===== src/hdl/source_tokenizer_macros.svh =====
// Assertion helpers shared by the tokenizer RTL.
// Each macro expands to one labeled concurrent assertion on clk_i.
`ifndef SOURCE_TOKENIZER_MACROS_SVH
`define SOURCE_TOKENIZER_MACROS_SVH

// Checked only while out of reset.
`define STOK_ASSERT(label, prop, msg) \
  label: assert property (@(posedge clk_i) disable iff (!rst_ni) (prop)) else $error(msg);

// Checked at every edge, reset included.
`define STOK_ASSERT_ALWAYS(label, prop, msg) \
  label: assert property (@(posedge clk_i) (prop)) else $error(msg);

`endif


===== src/hdl/stok_pkg.sv =====
`timescale 1ns / 1ps
`default_nettype none

package stok_pkg;

  // Width of the line, column and length counters.
  localparam int unsigned CountWidth = 16;
  // Result queue depth, a power of two of at least 2.
  localparam int unsigned QueueDepth = 4;

  typedef logic [CountWidth-1:0] count_t;

  typedef enum logic [5:0] {
    TokEnd    = 6'd0,
    TokIdent  = 6'd1,
    TokNumber = 6'd2,
    TokString = 6'd3,
    TokLet    = 6'd4,
    TokFn     = 6'd5,
    TokIf     = 6'd6,
    TokElse   = 6'd7,
    TokWhile  = 6'd8,
    TokReturn = 6'd9,
    TokTrue   = 6'd10,
    TokFalse  = 6'd11,
    TokLParen = 6'd12,
    TokRParen = 6'd13,
    TokLBrace = 6'd14,
    TokRBrace = 6'd15,
    TokColon  = 6'd16,
    TokSemi   = 6'd17,
    TokComma  = 6'd18,
    TokPlus   = 6'd19,
    TokMinus  = 6'd20,
    TokStar   = 6'd21,
    TokSlash  = 6'd22,
    TokPct    = 6'd23,
    TokBang   = 6'd24,
    TokNe     = 6'd25,
    TokAssign = 6'd26,
    TokEqEq   = 6'd27,
    TokAmp    = 6'd28,
    TokAndAnd = 6'd29,
    TokPipe   = 6'd30,
    TokOrOr   = 6'd31,
    TokCaret  = 6'd32,
    TokLt     = 6'd33,
    TokShl    = 6'd34,
    TokLe     = 6'd35,
    TokGt     = 6'd36,
    TokShr    = 6'd37,
    TokGe     = 6'd38
  } kind_e;

  typedef enum logic [1:0] {
    ErrNone        = 2'd0,
    ErrUnexpected  = 2'd1,
    ErrOpenComment = 2'd2,
    ErrOpenString  = 2'd3
  } err_e;

  // Keywords packed first byte highest, as the identifier buffer holds them.
  localparam int unsigned NumKeywords = 8;
  localparam logic [47:0] KwText [NumKeywords] = '{
    48'h6C6574, 48'h666E, 48'h6966, 48'h656C7365,
    48'h7768696C65, 48'h72657475726E, 48'h74727565, 48'h66616C7365
  };
  localparam logic [2:0] KwLen [NumKeywords] = '{
    3'd3, 3'd2, 3'd2, 3'd4, 3'd5, 3'd6, 3'd4, 3'd5
  };
  localparam logic [2:0] KwMaxLen = 3'd6;

  typedef struct packed {
    kind_e       kind;
    err_e        err;
    logic [15:0] line;
    logic [15:0] column;
    logic [15:0] length;
    logic        last;
  } result_t;

  // Up to two results written to the queue in one cycle; entry1 only with entry0.
  typedef struct packed {
    logic    valid0;
    logic    valid1;
    result_t entry0;
    result_t entry1;
  } push_t;

endpackage

`default_nettype wire


===== src/hdl/stok_scanner.sv =====
`timescale 1ns / 1ps
`default_nettype none

`include "source_tokenizer_macros.svh"

module stok_scanner (
  input  logic          clk_i,
  input  logic          rst_ni,
  input  logic          step_i,
  input  logic [7:0]    byte_i,
  input  logic          end_i,
  output stok_pkg::push_t push_o
);
  import stok_pkg::*;

  typedef enum logic [15:0] {
    ModeIdle      = 16'h0001,
    ModeIdent     = 16'h0002,
    ModeNumber    = 16'h0004,
    ModeSlash     = 16'h0008,
    ModeLine      = 16'h0010,
    ModeBlock     = 16'h0020,
    ModeBlockStar = 16'h0040,
    ModeString    = 16'h0080,
    ModeStringEsc = 16'h0100,
    ModeBang      = 16'h0200,
    ModeEq        = 16'h0400,
    ModeAmp       = 16'h0800,
    ModePipe      = 16'h1000,
    ModeLt        = 16'h2000,
    ModeGt        = 16'h4000,
    ModeDiscard   = 16'h8000
  } mode_e;

  localparam count_t CountOne = count_t'(1);
  localparam count_t CountMax = '1;

  function automatic count_t sat_inc(input count_t v);
    return (v == CountMax) ? CountMax : v + CountOne;
  endfunction

  function automatic logic [15:0] to16(input count_t v);
    logic [CountWidth+15:0] ext;
    ext = {16'b0, v};
    return ext[15:0];
  endfunction

  function automatic logic is_alpha(input logic [7:0] c);
    return ((c >= "a") && (c <= "z")) || ((c >= "A") && (c <= "Z"));
  endfunction

  function automatic logic is_digit(input logic [7:0] c);
    return (c >= "0") && (c <= "9");
  endfunction

  function automatic logic is_space(input logic [7:0] c);
    return (c == " ") || ((c >= 8'd9) && (c <= 8'd13));
  endfunction

  function automatic kind_e ident_kind(input logic [47:0] kw_buf, input count_t len);
    kind_e k;
    k = TokIdent;
    if (len <= count_t'(KwMaxLen)) begin
      for (int i = 0; i < NumKeywords; i++) begin
        if ((len == count_t'(KwLen[i])) && (kw_buf == KwText[i])) begin
          k = kind_e'(6'(TokLet) + 6'(i));
        end
      end
    end
    return k;
  endfunction

  mode_e       mode_q, mode_d;
  count_t      line_q, line_d;
  count_t      col_q, col_d;
  count_t      len_q, len_d;
  logic [47:0] buf_q, buf_d;

  logic is_end;
  assign is_end = end_i || (byte_i == 8'd0);

  // Position after the current byte.
  count_t post_line, post_col;
  assign post_line = (byte_i == "\n") ? sat_inc(line_q) : line_q;
  assign post_col  = (byte_i == "\n") ? CountOne : sat_inc(col_q);

  // Token held pending by the current mode.
  logic   pend_v;
  kind_e  pend_kind;
  count_t pend_len;

  always_comb begin
    pend_v    = 1'b1;
    pend_kind = TokEnd;
    pend_len  = CountOne;
    case (mode_q)
      ModeIdent: begin
        pend_kind = ident_kind(buf_q, len_q);
        pend_len  = len_q;
      end
      ModeNumber: begin
        pend_kind = TokNumber;
        pend_len  = len_q;
      end
      ModeSlash: pend_kind = TokSlash;
      ModeBang:  pend_kind = TokBang;
      ModeEq:    pend_kind = TokAssign;
      ModeAmp:   pend_kind = TokAmp;
      ModePipe:  pend_kind = TokPipe;
      ModeLt:    pend_kind = TokLt;
      ModeGt:    pend_kind = TokGt;
      default: begin
        pend_v   = 1'b0;
        pend_len = '0;
      end
    endcase
  end

  // Scan of the byte from the idle mode.
  logic  id_emit, id_adv, id_ident, id_num, id_str, id_len;
  kind_e id_kind;
  err_e  id_err;
  mode_e id_mode;

  always_comb begin
    id_emit  = 1'b0;
    id_adv   = 1'b1;
    id_ident = 1'b0;
    id_num   = 1'b0;
    id_str   = 1'b0;
    id_len   = 1'b1;
    id_kind  = TokEnd;
    id_err   = ErrNone;
    id_mode  = ModeIdle;
    case (byte_i)
      "(":  begin id_emit = 1'b1; id_kind = TokLParen; end
      ")":  begin id_emit = 1'b1; id_kind = TokRParen; end
      "{":  begin id_emit = 1'b1; id_kind = TokLBrace; end
      "}":  begin id_emit = 1'b1; id_kind = TokRBrace; end
      ":":  begin id_emit = 1'b1; id_kind = TokColon; end
      ";":  begin id_emit = 1'b1; id_kind = TokSemi; end
      ",":  begin id_emit = 1'b1; id_kind = TokComma; end
      "+":  begin id_emit = 1'b1; id_kind = TokPlus; end
      "-":  begin id_emit = 1'b1; id_kind = TokMinus; end
      "*":  begin id_emit = 1'b1; id_kind = TokStar; end
      "%":  begin id_emit = 1'b1; id_kind = TokPct; end
      "^":  begin id_emit = 1'b1; id_kind = TokCaret; end
      "\"": begin id_mode = ModeString; id_str = 1'b1; end
      "/":  id_mode = ModeSlash;
      "!":  id_mode = ModeBang;
      "=":  id_mode = ModeEq;
      "&":  id_mode = ModeAmp;
      "|":  id_mode = ModePipe;
      "<":  id_mode = ModeLt;
      ">":  id_mode = ModeGt;
      default: begin
        if (is_space(byte_i)) begin
          id_mode = ModeIdle;
        end else if (is_alpha(byte_i) || (byte_i == "_")) begin
          id_mode  = ModeIdent;
          id_ident = 1'b1;
        end else if (is_digit(byte_i)) begin
          id_mode = ModeNumber;
          id_num  = 1'b1;
        end else begin
          // Unexpected byte: report at the position before it, then drop.
          id_emit = 1'b1;
          id_err  = ErrUnexpected;
          id_len  = 1'b0;
          id_adv  = 1'b0;
          id_mode = ModeDiscard;
        end
      end
    endcase
  end

  // Slot a: pending token, at the position before the byte.
  // Slot b: token closed by the byte, at the position after any advance.
  logic   a_v, b_v, do_adv, flush, take_idle;
  kind_e  a_kind, b_kind;
  err_e   b_err;
  count_t a_len, b_len;
  count_t b_line, b_col;

  always_comb begin
    mode_d    = mode_q;
    len_d     = len_q;
    buf_d     = buf_q;
    a_v       = 1'b0;
    a_kind    = TokEnd;
    a_len     = '0;
    b_v       = 1'b0;
    b_kind    = TokEnd;
    b_err     = ErrNone;
    b_len     = '0;
    do_adv    = 1'b0;
    flush     = 1'b0;
    take_idle = 1'b0;

    if (step_i && is_end) begin
      case (mode_q)
        ModeBlock, ModeBlockStar: begin
          b_v   = 1'b1;
          b_err = ErrOpenComment;
        end
        ModeString, ModeStringEsc: begin
          b_v   = 1'b1;
          b_err = ErrOpenString;
        end
        ModeDiscard: b_v = 1'b0;
        default: begin
          flush = 1'b1;
          b_v   = 1'b1;
        end
      endcase
    end else if (step_i) begin
      case (mode_q)
        ModeIdle: take_idle = 1'b1;
        ModeIdent: begin
          if (is_alpha(byte_i) || is_digit(byte_i) || (byte_i == "_")) begin
            if (len_q < count_t'(KwMaxLen)) begin
              buf_d = {buf_q[39:0], byte_i};
            end
            len_d  = sat_inc(len_q);
            do_adv = 1'b1;
          end else begin
            flush     = 1'b1;
            take_idle = 1'b1;
          end
        end
        ModeNumber: begin
          if (is_digit(byte_i)) begin
            len_d  = sat_inc(len_q);
            do_adv = 1'b1;
          end else begin
            flush     = 1'b1;
            take_idle = 1'b1;
          end
        end
        ModeSlash: begin
          if (byte_i == "/") begin
            do_adv = 1'b1;
            mode_d = ModeLine;
          end else if (byte_i == "*") begin
            do_adv = 1'b1;
            mode_d = ModeBlock;
          end else begin
            flush     = 1'b1;
            take_idle = 1'b1;
          end
        end
        ModeLine: begin
          do_adv = 1'b1;
          if (byte_i == "\n") mode_d = ModeIdle;
        end
        ModeBlock: begin
          do_adv = 1'b1;
          if (byte_i == "*") mode_d = ModeBlockStar;
        end
        ModeBlockStar: begin
          do_adv = 1'b1;
          if (byte_i == "/") begin
            mode_d = ModeIdle;
          end else if (byte_i != "*") begin
            mode_d = ModeBlock;
          end
        end
        ModeString: begin
          do_adv = 1'b1;
          if (byte_i == "\"") begin
            mode_d = ModeIdle;
            b_v    = 1'b1;
            b_kind = TokString;
            b_len  = len_q;
          end else begin
            len_d = sat_inc(len_q);
            if (byte_i == "\\") mode_d = ModeStringEsc;
          end
        end
        ModeStringEsc: begin
          do_adv = 1'b1;
          len_d  = sat_inc(len_q);
          mode_d = ModeString;
        end
        ModeBang, ModeEq, ModeAmp, ModePipe, ModeLt, ModeGt: begin
          b_len = count_t'(2);
          if ((mode_q == ModeLt) && (byte_i == "<")) begin
            b_kind = TokShl;
          end else if ((mode_q == ModeGt) && (byte_i == ">")) begin
            b_kind = TokShr;
          end else if ((mode_q == ModeAmp) && (byte_i == "&")) begin
            b_kind = TokAndAnd;
          end else if ((mode_q == ModePipe) && (byte_i == "|")) begin
            b_kind = TokOrOr;
          end else if ((byte_i == "=") && (mode_q == ModeBang)) begin
            b_kind = TokNe;
          end else if ((byte_i == "=") && (mode_q == ModeEq)) begin
            b_kind = TokEqEq;
          end else if ((byte_i == "=") && (mode_q == ModeLt)) begin
            b_kind = TokLe;
          end else if ((byte_i == "=") && (mode_q == ModeGt)) begin
            b_kind = TokGe;
          end else begin
            flush     = 1'b1;
            take_idle = 1'b1;
          end
          if (!take_idle) begin
            do_adv = 1'b1;
            mode_d = ModeIdle;
            b_v    = 1'b1;
          end
        end
        default: mode_d = mode_q;
      endcase
    end

    if (flush) begin
      a_v    = pend_v;
      a_kind = pend_kind;
      a_len  = pend_len;
    end

    if (take_idle) begin
      mode_d = id_mode;
      do_adv = id_adv;
      b_v    = id_emit;
      b_kind = id_kind;
      b_err  = id_err;
      b_len  = count_t'(id_len);
      if (id_ident) begin
        len_d = CountOne;
        buf_d = {40'b0, byte_i};
      end
      if (id_num) len_d = CountOne;
      if (id_str) len_d = '0;
    end

    b_line = do_adv ? post_line : line_q;
    b_col  = do_adv ? post_col : col_q;
    line_d = b_line;
    col_d  = b_col;

    // End of text: return to the reset state.
    if (step_i && is_end) begin
      mode_d = ModeIdle;
      line_d = CountOne;
      col_d  = CountOne;
      len_d  = '0;
      buf_d  = '0;
    end
  end

  // Compact the two slots so the first result always lands in entry0.
  result_t res_a, res_b;

  always_comb begin
    res_a.kind   = a_kind;
    res_a.err    = ErrNone;
    res_a.line   = to16(line_q);
    res_a.column = to16(col_q);
    res_a.length = to16(a_len);
    res_a.last   = !b_v;

    res_b.kind   = b_kind;
    res_b.err    = b_err;
    res_b.line   = to16(b_line);
    res_b.column = to16(b_col);
    res_b.length = to16(b_len);
    res_b.last   = 1'b1;

    push_o.valid0 = a_v || b_v;
    push_o.valid1 = a_v && b_v;
    push_o.entry0 = a_v ? res_a : res_b;
    push_o.entry1 = res_b;
  end

  always_ff @(posedge clk_i or negedge rst_ni) begin
    if (!rst_ni) begin
      mode_q <= ModeIdle;
      line_q <= CountOne;
      col_q  <= CountOne;
      len_q  <= '0;
      buf_q  <= '0;
    end else begin
      mode_q <= mode_d;
      line_q <= line_d;
      col_q  <= col_d;
      len_q  <= len_d;
      buf_q  <= buf_d;
    end
  end

  `STOK_ASSERT(a_second_needs_first, push_o.valid1 |-> push_o.valid0, "second result without first")
  `STOK_ASSERT(a_end_restarts, (step_i && is_end) |=> ((mode_q == ModeIdle) && (line_q == CountOne) && (col_q == CountOne)), "end did not restart scan")
  `STOK_ASSERT(a_pair_no_flush, (push_o.valid1 && (push_o.entry1.err != ErrNone)) |-> (push_o.entry0.err == ErrNone), "two errors in one step")

endmodule

`default_nettype wire


===== src/hdl/stok_result_queue.sv =====
`timescale 1ns / 1ps
`default_nettype none

`include "source_tokenizer_macros.svh"

module stok_result_queue (
  input  logic              clk_i,
  input  logic              rst_ni,
  input  stok_pkg::push_t   push_i,
  output logic              room_o,
  output logic              out_valid_o,
  input  logic              out_ready_i,
  output stok_pkg::result_t head_o
);
  import stok_pkg::*;

  localparam int unsigned PtrWidth = $clog2(QueueDepth);
  localparam int unsigned CntWidth = $clog2(QueueDepth + 1);

  result_t entries_q [QueueDepth];

  logic [PtrWidth-1:0] wr_ptr_q, wr_ptr_d, rd_ptr_q, rd_ptr_d, wr_ptr_next;
  logic [CntWidth-1:0] count_q, count_d;
  logic                pop;

  assign out_valid_o = (count_q != '0);
  assign pop         = out_valid_o && out_ready_i;
  assign head_o      = entries_q[rd_ptr_q];
  // Accept a step only when two free slots are certain.
  assign room_o      = (count_q <= CntWidth'(QueueDepth - 2));

  assign wr_ptr_next = wr_ptr_q + PtrWidth'(1);

  always_comb begin
    wr_ptr_d = wr_ptr_q + PtrWidth'(push_i.valid0) + PtrWidth'(push_i.valid1);
    rd_ptr_d = rd_ptr_q + PtrWidth'(pop);
    count_d  = count_q + CntWidth'(push_i.valid0) + CntWidth'(push_i.valid1)
               - CntWidth'(pop);
  end

  always_ff @(posedge clk_i) begin
    if (push_i.valid0) entries_q[wr_ptr_q] <= push_i.entry0;
    if (push_i.valid1) entries_q[wr_ptr_next] <= push_i.entry1;
  end

  always_ff @(posedge clk_i or negedge rst_ni) begin
    if (!rst_ni) begin
      wr_ptr_q <= '0;
      rd_ptr_q <= '0;
      count_q  <= '0;
    end else begin
      wr_ptr_q <= wr_ptr_d;
      rd_ptr_q <= rd_ptr_d;
      count_q  <= count_d;
    end
  end

  `STOK_ASSERT_ALWAYS(a_count_bound, (!rst_ni) || (count_q <= CntWidth'(QueueDepth)), "queue overflow")
  `STOK_ASSERT(a_pop_drains, (pop && !push_i.valid0) |=> (count_q == ($past(count_q) - CntWidth'(1))), "pop did not drain")

endmodule

`default_nettype wire


===== src/hdl/source_tokenizer.sv =====
`timescale 1ns / 1ps
`default_nettype none

// Streaming tokenizer, one source byte per request.
// Input channel (in_valid_i / in_ready_o): source_byte_i plus end_of_source_i;
// a zero byte also ends the text. Output channel (out_valid_o / out_ready_i):
// one token or error result per request, with last_of_run_o set on the final
// result that an input byte caused. A byte causes zero, one or two results.
// A taken byte waits in the input register, is scanned there, and its results
// go to the result queue. Throughput: one byte per cycle while the queue has
// room, through the combinational scan step between the input register and
// the queue. The output side moves one result per cycle while out_ready_i is
// high, so a byte that closes two tokens at once gives it two results to move.
// A four-entry result queue separates the sides: input keeps flowing while
// results wait, and in_ready_o drops only when fewer than two slots are free.
// A stalled receiver therefore backs up into the input and no result is ever
// lost. After an end request the scanner is back in its reset state for the
// next text. Reset (rst_ni low) empties the input register and the queue and
// sets line and column to one.
module source_tokenizer (
  input  logic        clk_i,
  input  logic        rst_ni,
  input  logic        in_valid_i,
  output logic        in_ready_o,
  input  logic [7:0]  source_byte_i,
  input  logic        end_of_source_i,
  output logic        out_valid_o,
  input  logic        out_ready_i,
  output logic [5:0]  token_kind_o,
  output logic [1:0]  error_code_o,
  output logic [15:0] line_number_o,
  output logic [15:0] column_number_o,
  output logic [15:0] text_length_o,
  output logic        last_of_run_o
);
  import stok_pkg::*;

  // Input register: holds one request until the scanner takes it.
  logic       in_valid_q, in_valid_d;
  logic [7:0] byte_q;
  logic       end_q;
  logic       accept, room, step;

  push_t   push;
  result_t head;

  // Scan whenever a byte is held and the queue can take two results.
  assign step       = in_valid_q && room;
  assign in_ready_o = !in_valid_q || room;
  assign accept     = in_valid_i && in_ready_o;

  always_comb begin
    in_valid_d = in_valid_q;
    if (accept) begin
      in_valid_d = 1'b1;
    end else if (step) begin
      in_valid_d = 1'b0;
    end
  end

  always_ff @(posedge clk_i or negedge rst_ni) begin
    if (!rst_ni) begin
      in_valid_q <= 1'b0;
    end else begin
      in_valid_q <= in_valid_d;
    end
  end

  // Payload needs no reset: it is qualified by in_valid_q.
  always_ff @(posedge clk_i) begin
    if (accept) begin
      byte_q <= source_byte_i;
      end_q  <= end_of_source_i;
    end
  end

  stok_scanner u_scanner (
    .clk_i  (clk_i),
    .rst_ni (rst_ni),
    .step_i (step),
    .byte_i (byte_q),
    .end_i  (end_q),
    .push_o (push)
  );

  stok_result_queue u_queue (
    .clk_i       (clk_i),
    .rst_ni      (rst_ni),
    .push_i      (push),
    .room_o      (room),
    .out_valid_o (out_valid_o),
    .out_ready_i (out_ready_i),
    .head_o      (head)
  );

  assign token_kind_o    = head.kind;
  assign error_code_o    = head.err;
  assign line_number_o   = head.line;
  assign column_number_o = head.column;
  assign text_length_o   = head.length;
  assign last_of_run_o   = head.last;

endmodule

`default_nettype wire


===== config.mk =====
export PLATFORM = sky130hd
export DESIGN_NAME = source_tokenizer
export DESIGN_NICKNAME = d
export VERILOG_FILES = /design/src/hdl/stok_pkg.sv /design/src/hdl/stok_scanner.sv /design/src/hdl/stok_result_queue.sv /design/src/hdl/source_tokenizer.sv
export VERILOG_INCLUDE_DIRS = /design/src /design/src/hdl
export SDC_FILE = /design/constraint.sdc
export NUM_CORES = 1
export LEC_CHECK = 0
export BUFFER_PORTS_ARGS = -buffer_cell sky130_fd_sc_hd__buf_4
export CAP_MARGIN = 5
export CORE_MARGIN = 2
export CORE_UTILIZATION = 66
export DETAILED_ROUTE_END_ITERATION = 8
export HOLD_SLACK_MARGIN = 0.08
export PLACE_DENSITY = 0.84
export SYNTH_ARGS = -nofsm -noshare
export SYNTH_HDL_FRONTEND = slang
export SYNTH_HIERARCHICAL = 1
export SYNTH_SLANG_ARGS = --single-unit

===== constraint.sdc =====
create_clock -name clk_i -period 17.8 [get_ports clk_i]
set_input_delay 1.78 -clock clk_i [delete_from_list [all_inputs] [get_ports clk_i]]
set_output_delay 1.78 -clock clk_i [all_outputs]
set_load 0.005 [all_outputs]

==> flow_results.xml <==
<?xml version="1.0" encoding="UTF-8"?>
<metrics>
  <group name="outcome">
    <metric name="outcome" unit="">complete, no violations</metric>
  </group>
  <group name="global_route">
    <metric name="gr-total-overflow" unit="">0</metric>
    <metric name="grt_pass1_wl" unit="um">92050</metric>
    <metric name="pin_count_of_the_biggest_net_entering_global_routing" unit="">67</metric>
    <metric name="grt.total_usage" unit="">0.3493</metric>
    <metric name="number_of_antenna_violations_at_the_first_check_in_global_routing" unit="">1</metric>
    <metric name="grt_pass1_vias" unit="">16101</metric>
  </group>
  <group name="setup_path">
    <metric name="r2r_cells" unit="">11</metric>
    <metric name="worst_r2r_startpoint" unit="">u_scanner/mode_q[6]</metric>
    <metric name="start_kind" unit="">flip-flop</metric>
    <metric name="critical_path.reg2reg.endpoint" unit="">u_queue/entries_q[3][10]</metric>
    <metric name="critical_path.max_fanout" unit="">43</metric>
    <metric name="cp_slowest_stage_delay" unit="ns">0.84</metric>
    <metric name="critical_path.top_delay_family" unit="">simple AND/OR/NAND/NOR gates</metric>
    <metric name="crit_arrival" unit="ns">6.32</metric>
    <metric name="cpMostUsedCell" unit="">nand3b_1</metric>
    <metric name="crit_path_start" unit="">u_scanner/mode_q[6]</metric>
    <metric name="cell_chain_critical_path" unit="">or4_1 -&gt; nor4_1 -&gt; a22o_1 -&gt; a311oi_1 -&gt; a21bo_2 -&gt; nand3b_1 -&gt; o31ai_1 -&gt; nor2_1 -&gt; nand3b_1 -&gt; buf_4 -&gt; mux2_2</metric>
    <metric name="timing.critical_path.to_type" unit="">flip-flop</metric>
    <metric name="crit_required" unit="ns">18.07</metric>
    <metric name="critPathBufInv" unit="">1</metric>
    <metric name="r2r_setup_slack" unit="ns">11.76</metric>
    <metric name="critPathKind" unit="">reg2reg</metric>
    <metric name="cpMaxStageDelayCell" unit="">or4_1</metric>
  </group>
  <group name="pwr">
    <metric name="power.static_leakage" unit="nW">8.763</metric>
    <metric name="power_frac_comb" unit="">0.358</metric>
    <metric name="p_sw_frac" unit="">0.3622</metric>
    <metric name="power_per_cell_area" unit="nW/um^2">125.7</metric>
    <metric name="power_report.internal_total" unit="mW">1.847</metric>
    <metric name="power.sequential.fraction" unit="">0.389</metric>
    <metric name="clock_power_share" unit="">0.253</metric>
    <metric name="vdd.ir_drop.worst" unit="mV">0.07881</metric>
    <metric name="net-switching-power" unit="mW">1.048</metric>
  </group>
  <group name="yosys">
    <metric name="synth-adder-area-share" unit="">0.009057</metric>
    <metric name="syn_area" unit="sq um">21280</metric>
    <metric name="synth_simple_gate_area_share" unit="">0.1594</metric>
    <metric name="syn_avg_cell_area" unit="sq um">11.42</metric>
    <metric name="synth-main-ff-cell" unit="">edfxtp_1</metric>
    <metric name="ys.warnings.count" unit="">6</metric>
    <metric name="largest_family_of_logic_cells_by_synthesized_area" unit="">multiplexers</metric>
    <metric name="synthMuxAreaShare" unit="">0.2013</metric>
    <metric name="ys_types" unit="">101</metric>
    <metric name="netlist_top_cells_count" unit="">edfxtp_1, nand2_1, mux2_2, a21oi_1, dfrtp_1</metric>
    <metric name="synth_largest_area_cell" unit="">edfxtp_1</metric>
    <metric name="synth-edff-count" unit="">237</metric>
    <metric name="ys_ff_latch" unit="">357</metric>
    <metric name="synth.top_cell.area_share" unit="">0.3345</metric>
    <metric name="synth_compound_area_frac" unit="">0.1121</metric>
    <metric name="async_reset_ff_frac" unit="">0.3361</metric>
    <metric name="synth_seq_area_share" unit="">0.4758</metric>
    <metric name="post_synth_main_area_contributors" unit="">edfxtp_1, dfrtp_1, mux2_2</metric>
    <metric name="synthCells" unit="">1863</metric>
    <metric name="syn_nets" unit="">1888</metric>
    <metric name="synth_xor_xnor_area_share" unit="">0.006175</metric>
    <metric name="yosys.cell_count.top_type" unit="">edfxtp_1</metric>
  </group>
  <group name="timing">
    <metric name="max_slew.worst_pin.slew" unit="ns">1.309</metric>
    <metric name="final.setup_skew" unit="ns">0.02410</metric>
    <metric name="post_route_clock_period_utilization" unit="">0.3395</metric>
    <metric name="grt_setup_unrepaired" unit="">no</metric>
    <metric name="finalHoldViolCount" unit="">0</metric>
    <metric name="finalSetupViolCount" unit="">0</metric>
    <metric name="setup_total_negative_slack" unit="ns">0</metric>
    <metric name="timing.final.max_slew_violations" unit="">0</metric>
    <metric name="achievable-frequency" unit="MHz">165.5</metric>
    <metric name="finalWorstPathRequiredPeriod" unit="ns">6.044</metric>
    <metric name="timing.slew.headroom" unit="">0.1259</metric>
  </group>
  <group name="drt">
    <metric name="route.antenna.remaining_nets" unit="">0</metric>
    <metric name="dr_vias" unit="">16307</metric>
    <metric name="1st_iter_drt_viols" unit="">2068</metric>
    <metric name="route.detailed.drc" unit="">0</metric>
    <metric name="post_drt_via_cell_ratio" unit="">7.109</metric>
    <metric name="avgRoutedWirePerCell" unit="um">25.31</metric>
    <metric name="wl" unit="um">58060</metric>
    <metric name="drt_first_pass_iters" unit="">9</metric>
  </group>
  <group name="placement">
    <metric name="port_buffers" unit="">71</metric>
    <metric name="routabilityCongestion" unit="">1.056</metric>
    <metric name="place_hpwl" unit="um">38240</metric>
  </group>
  <group name="die">
    <metric name="floorplan.initialDensity" unit="">0.6725</metric>
    <metric name="io_pins" unit="">72</metric>
    <metric name="die_h" unit="um">183.5</metric>
    <metric name="die_area" unit="sq um">33690</metric>
    <metric name="core_region_area" unit="sq um">31640</metric>
    <metric name="floorplan.rows" unit="">65</metric>
    <metric name="die_x" unit="um">183.5</metric>
  </group>
  <group name="cells_and_area">
    <metric name="final_util" unit="">0.7280</metric>
    <metric name="syn2layout_area_growth" unit="%">8.257</metric>
    <metric name="layout.nets" unit="">1892</metric>
    <metric name="drive_gt1_frac" unit="">0.2401</metric>
  </group>
  <group name="cts">
    <metric name="cts_buffer_depth" unit="">3</metric>
    <metric name="clkLatencyLatePin" unit="ns">0.53</metric>
    <metric name="cts_hold_buffers" unit="">0</metric>
    <metric name="cts_made_buffers" unit="">38</metric>
    <metric name="cts_root_buffer" unit="">clkbuf_16</metric>
    <metric name="htreeDepth" unit="">2</metric>
    <metric name="cts_tree" unit="">built</metric>
    <metric name="post_cts.resized_instances" unit="">0</metric>
    <metric name="clkTransAtPathRegs" unit="ns">0.06</metric>
    <metric name="cts.sink_count" unit="">357</metric>
    <metric name="cts.repair_timing.setup_buffer_count" unit="">0</metric>
  </group>
  <group name="worst_hold_path">
    <metric name="hp-start" unit="">u_scanner/buf_q[42]</metric>
    <metric name="holdPathEnd" unit="">u_scanner/buf_q[42]</metric>
    <metric name="hold-path-cell-count" unit="">2</metric>
    <metric name="min_path_type" unit="">reg2reg</metric>
  </group>
  <group name="run">
    <metric name="cap_viol_max_count" unit="">0</metric>
  </group>
</metrics>
## how the worst max path moves through the flow
stage	endpoint	slack, ns	cells after the start
5_1_grt	u_queue/entries_q[0][27]	11.47	11
4_1_cts	u_queue/entries_q[3][3]	11.83	11
3_3_place_gp	u_queue/entries_q[3][14]	11.96	11
2_1_floorplan	u_queue/entries_q[0][0]	10.20	12
3_5_place_dp	u_queue/entries_q[3][10]	11.85	11
6_report	u_queue/entries_q[3][10]	11.76	11
## power groups by stage
stage | logic [mW] | registers [mW] | clock network, mW
finish | 1.04 | 1.13 | 0.731
global route | 1.10 | 1.14 | 0.772
CTS | 1.02 | 1.13 | 0.741
detailed placement | 1.02 | 1.14 | 0
global placement | 1.01 | 1.13 | 0
floorplan | 0.705 | 1.07 | 0
## metrics by stage
step | hold slack [ns] | instance area, sq um | worst slack [ns] | std cells | power [mW]
2_1_floorplan | 0.4934 | 21280 | 10.20 | 1863 | 1.775
3_3_place_gp | 0.5082 | 21920 | 11.96 | 2229 | 2.145
3_5_place_dp | 0.5202 | 21920 | 11.85 | 2229 | 2.161
4_1_cts | 0.5282 | 23030 | 11.83 | 2293 | 2.892
5_1_grt | 0.5512 | 23030 | 11.47 | 2294 | 3.018
6_report | 0.5260 | 23030 | 11.76 | 2294 | 2.895
## worst register-to-register path, cell delays in order, from the launching register on
cell and delay, ns:
dfrtp_1 0.50, or4_1 0.84, nor4_1 0.79, a22o_1 0.26, a311oi_1 0.06, a21bo_2 0.49, nand3b_1 0.23, o31ai_1 0.40
nor2_1 0.27, nand3b_1 0.77, buf_4 0.70, mux2_2 0.47
## cell families after synthesis
group,count (synthesis)
other cells,1
simple gates,635
mux,325
compound gates,355
fa+ha+maj,14
xor+xnor,15
flops,357
buf+inv,161
## placed cells by master, fill, tap and decap left out, drive strengths merged, types with 7 or more instances in the layout
master  instances
xnor2           9
nor2b          25
or2             8
mux4           57
nor3           44
ha              9
or4            18
nand3b          8
or3            14
clkinv         12
nand3          51
buf            99
a21oi         139
nor4b          12
and2           22
a21o            7
edfxtp        237
o31ai          12
nand4          30
nor4           32
nor2           89
mux2          250
nand4b          8
and3           33
mux2i          18
nand2b         24
inv            27
clkbuf         50
a22o           16
a211oi         21
dfrtp         117
o21ai          56
a31oi          37
nand2         189
nor3b           7
## final cells by class
cell class                      count  area (sq um)
Antenna cell                        1         2.502
Inverter                           26         97.59
Timing Repair Buffer               99         743.2
Tap cell                          402         503.0
Multi-Input combinational cell   1345         10450
Fill cell                        2102          8605
Sequential cell                   357         10130
Clock buffer                       50          1006
Clock inverter                     14         103.9
## state kept, by name, summed over array words and instances (netlist names)
signal,cells
u_scanner/line_q,16
u_queue/wr_ptr_q,2
u_queue/entries_q,228
u_queue/rd_ptr_q,2
u_queue/count_q,3
u_scanner/col_q,16
u_scanner/buf_q,48
in_valid_q,1
byte_q,8
u_scanner/mode_q,16
end_q,1
u_scanner/len_q,16
## layer usage
layer,GRT usage,routed length [um],vias to the layer above
li1,-,-,7167
met1,0.4887,23450,8062
met2,0.5758,28060,933
met3,0.04576,5003,145
met4,0.1043,1551,0
met5,0,0,-
Power figures use the tool's default switching activity.
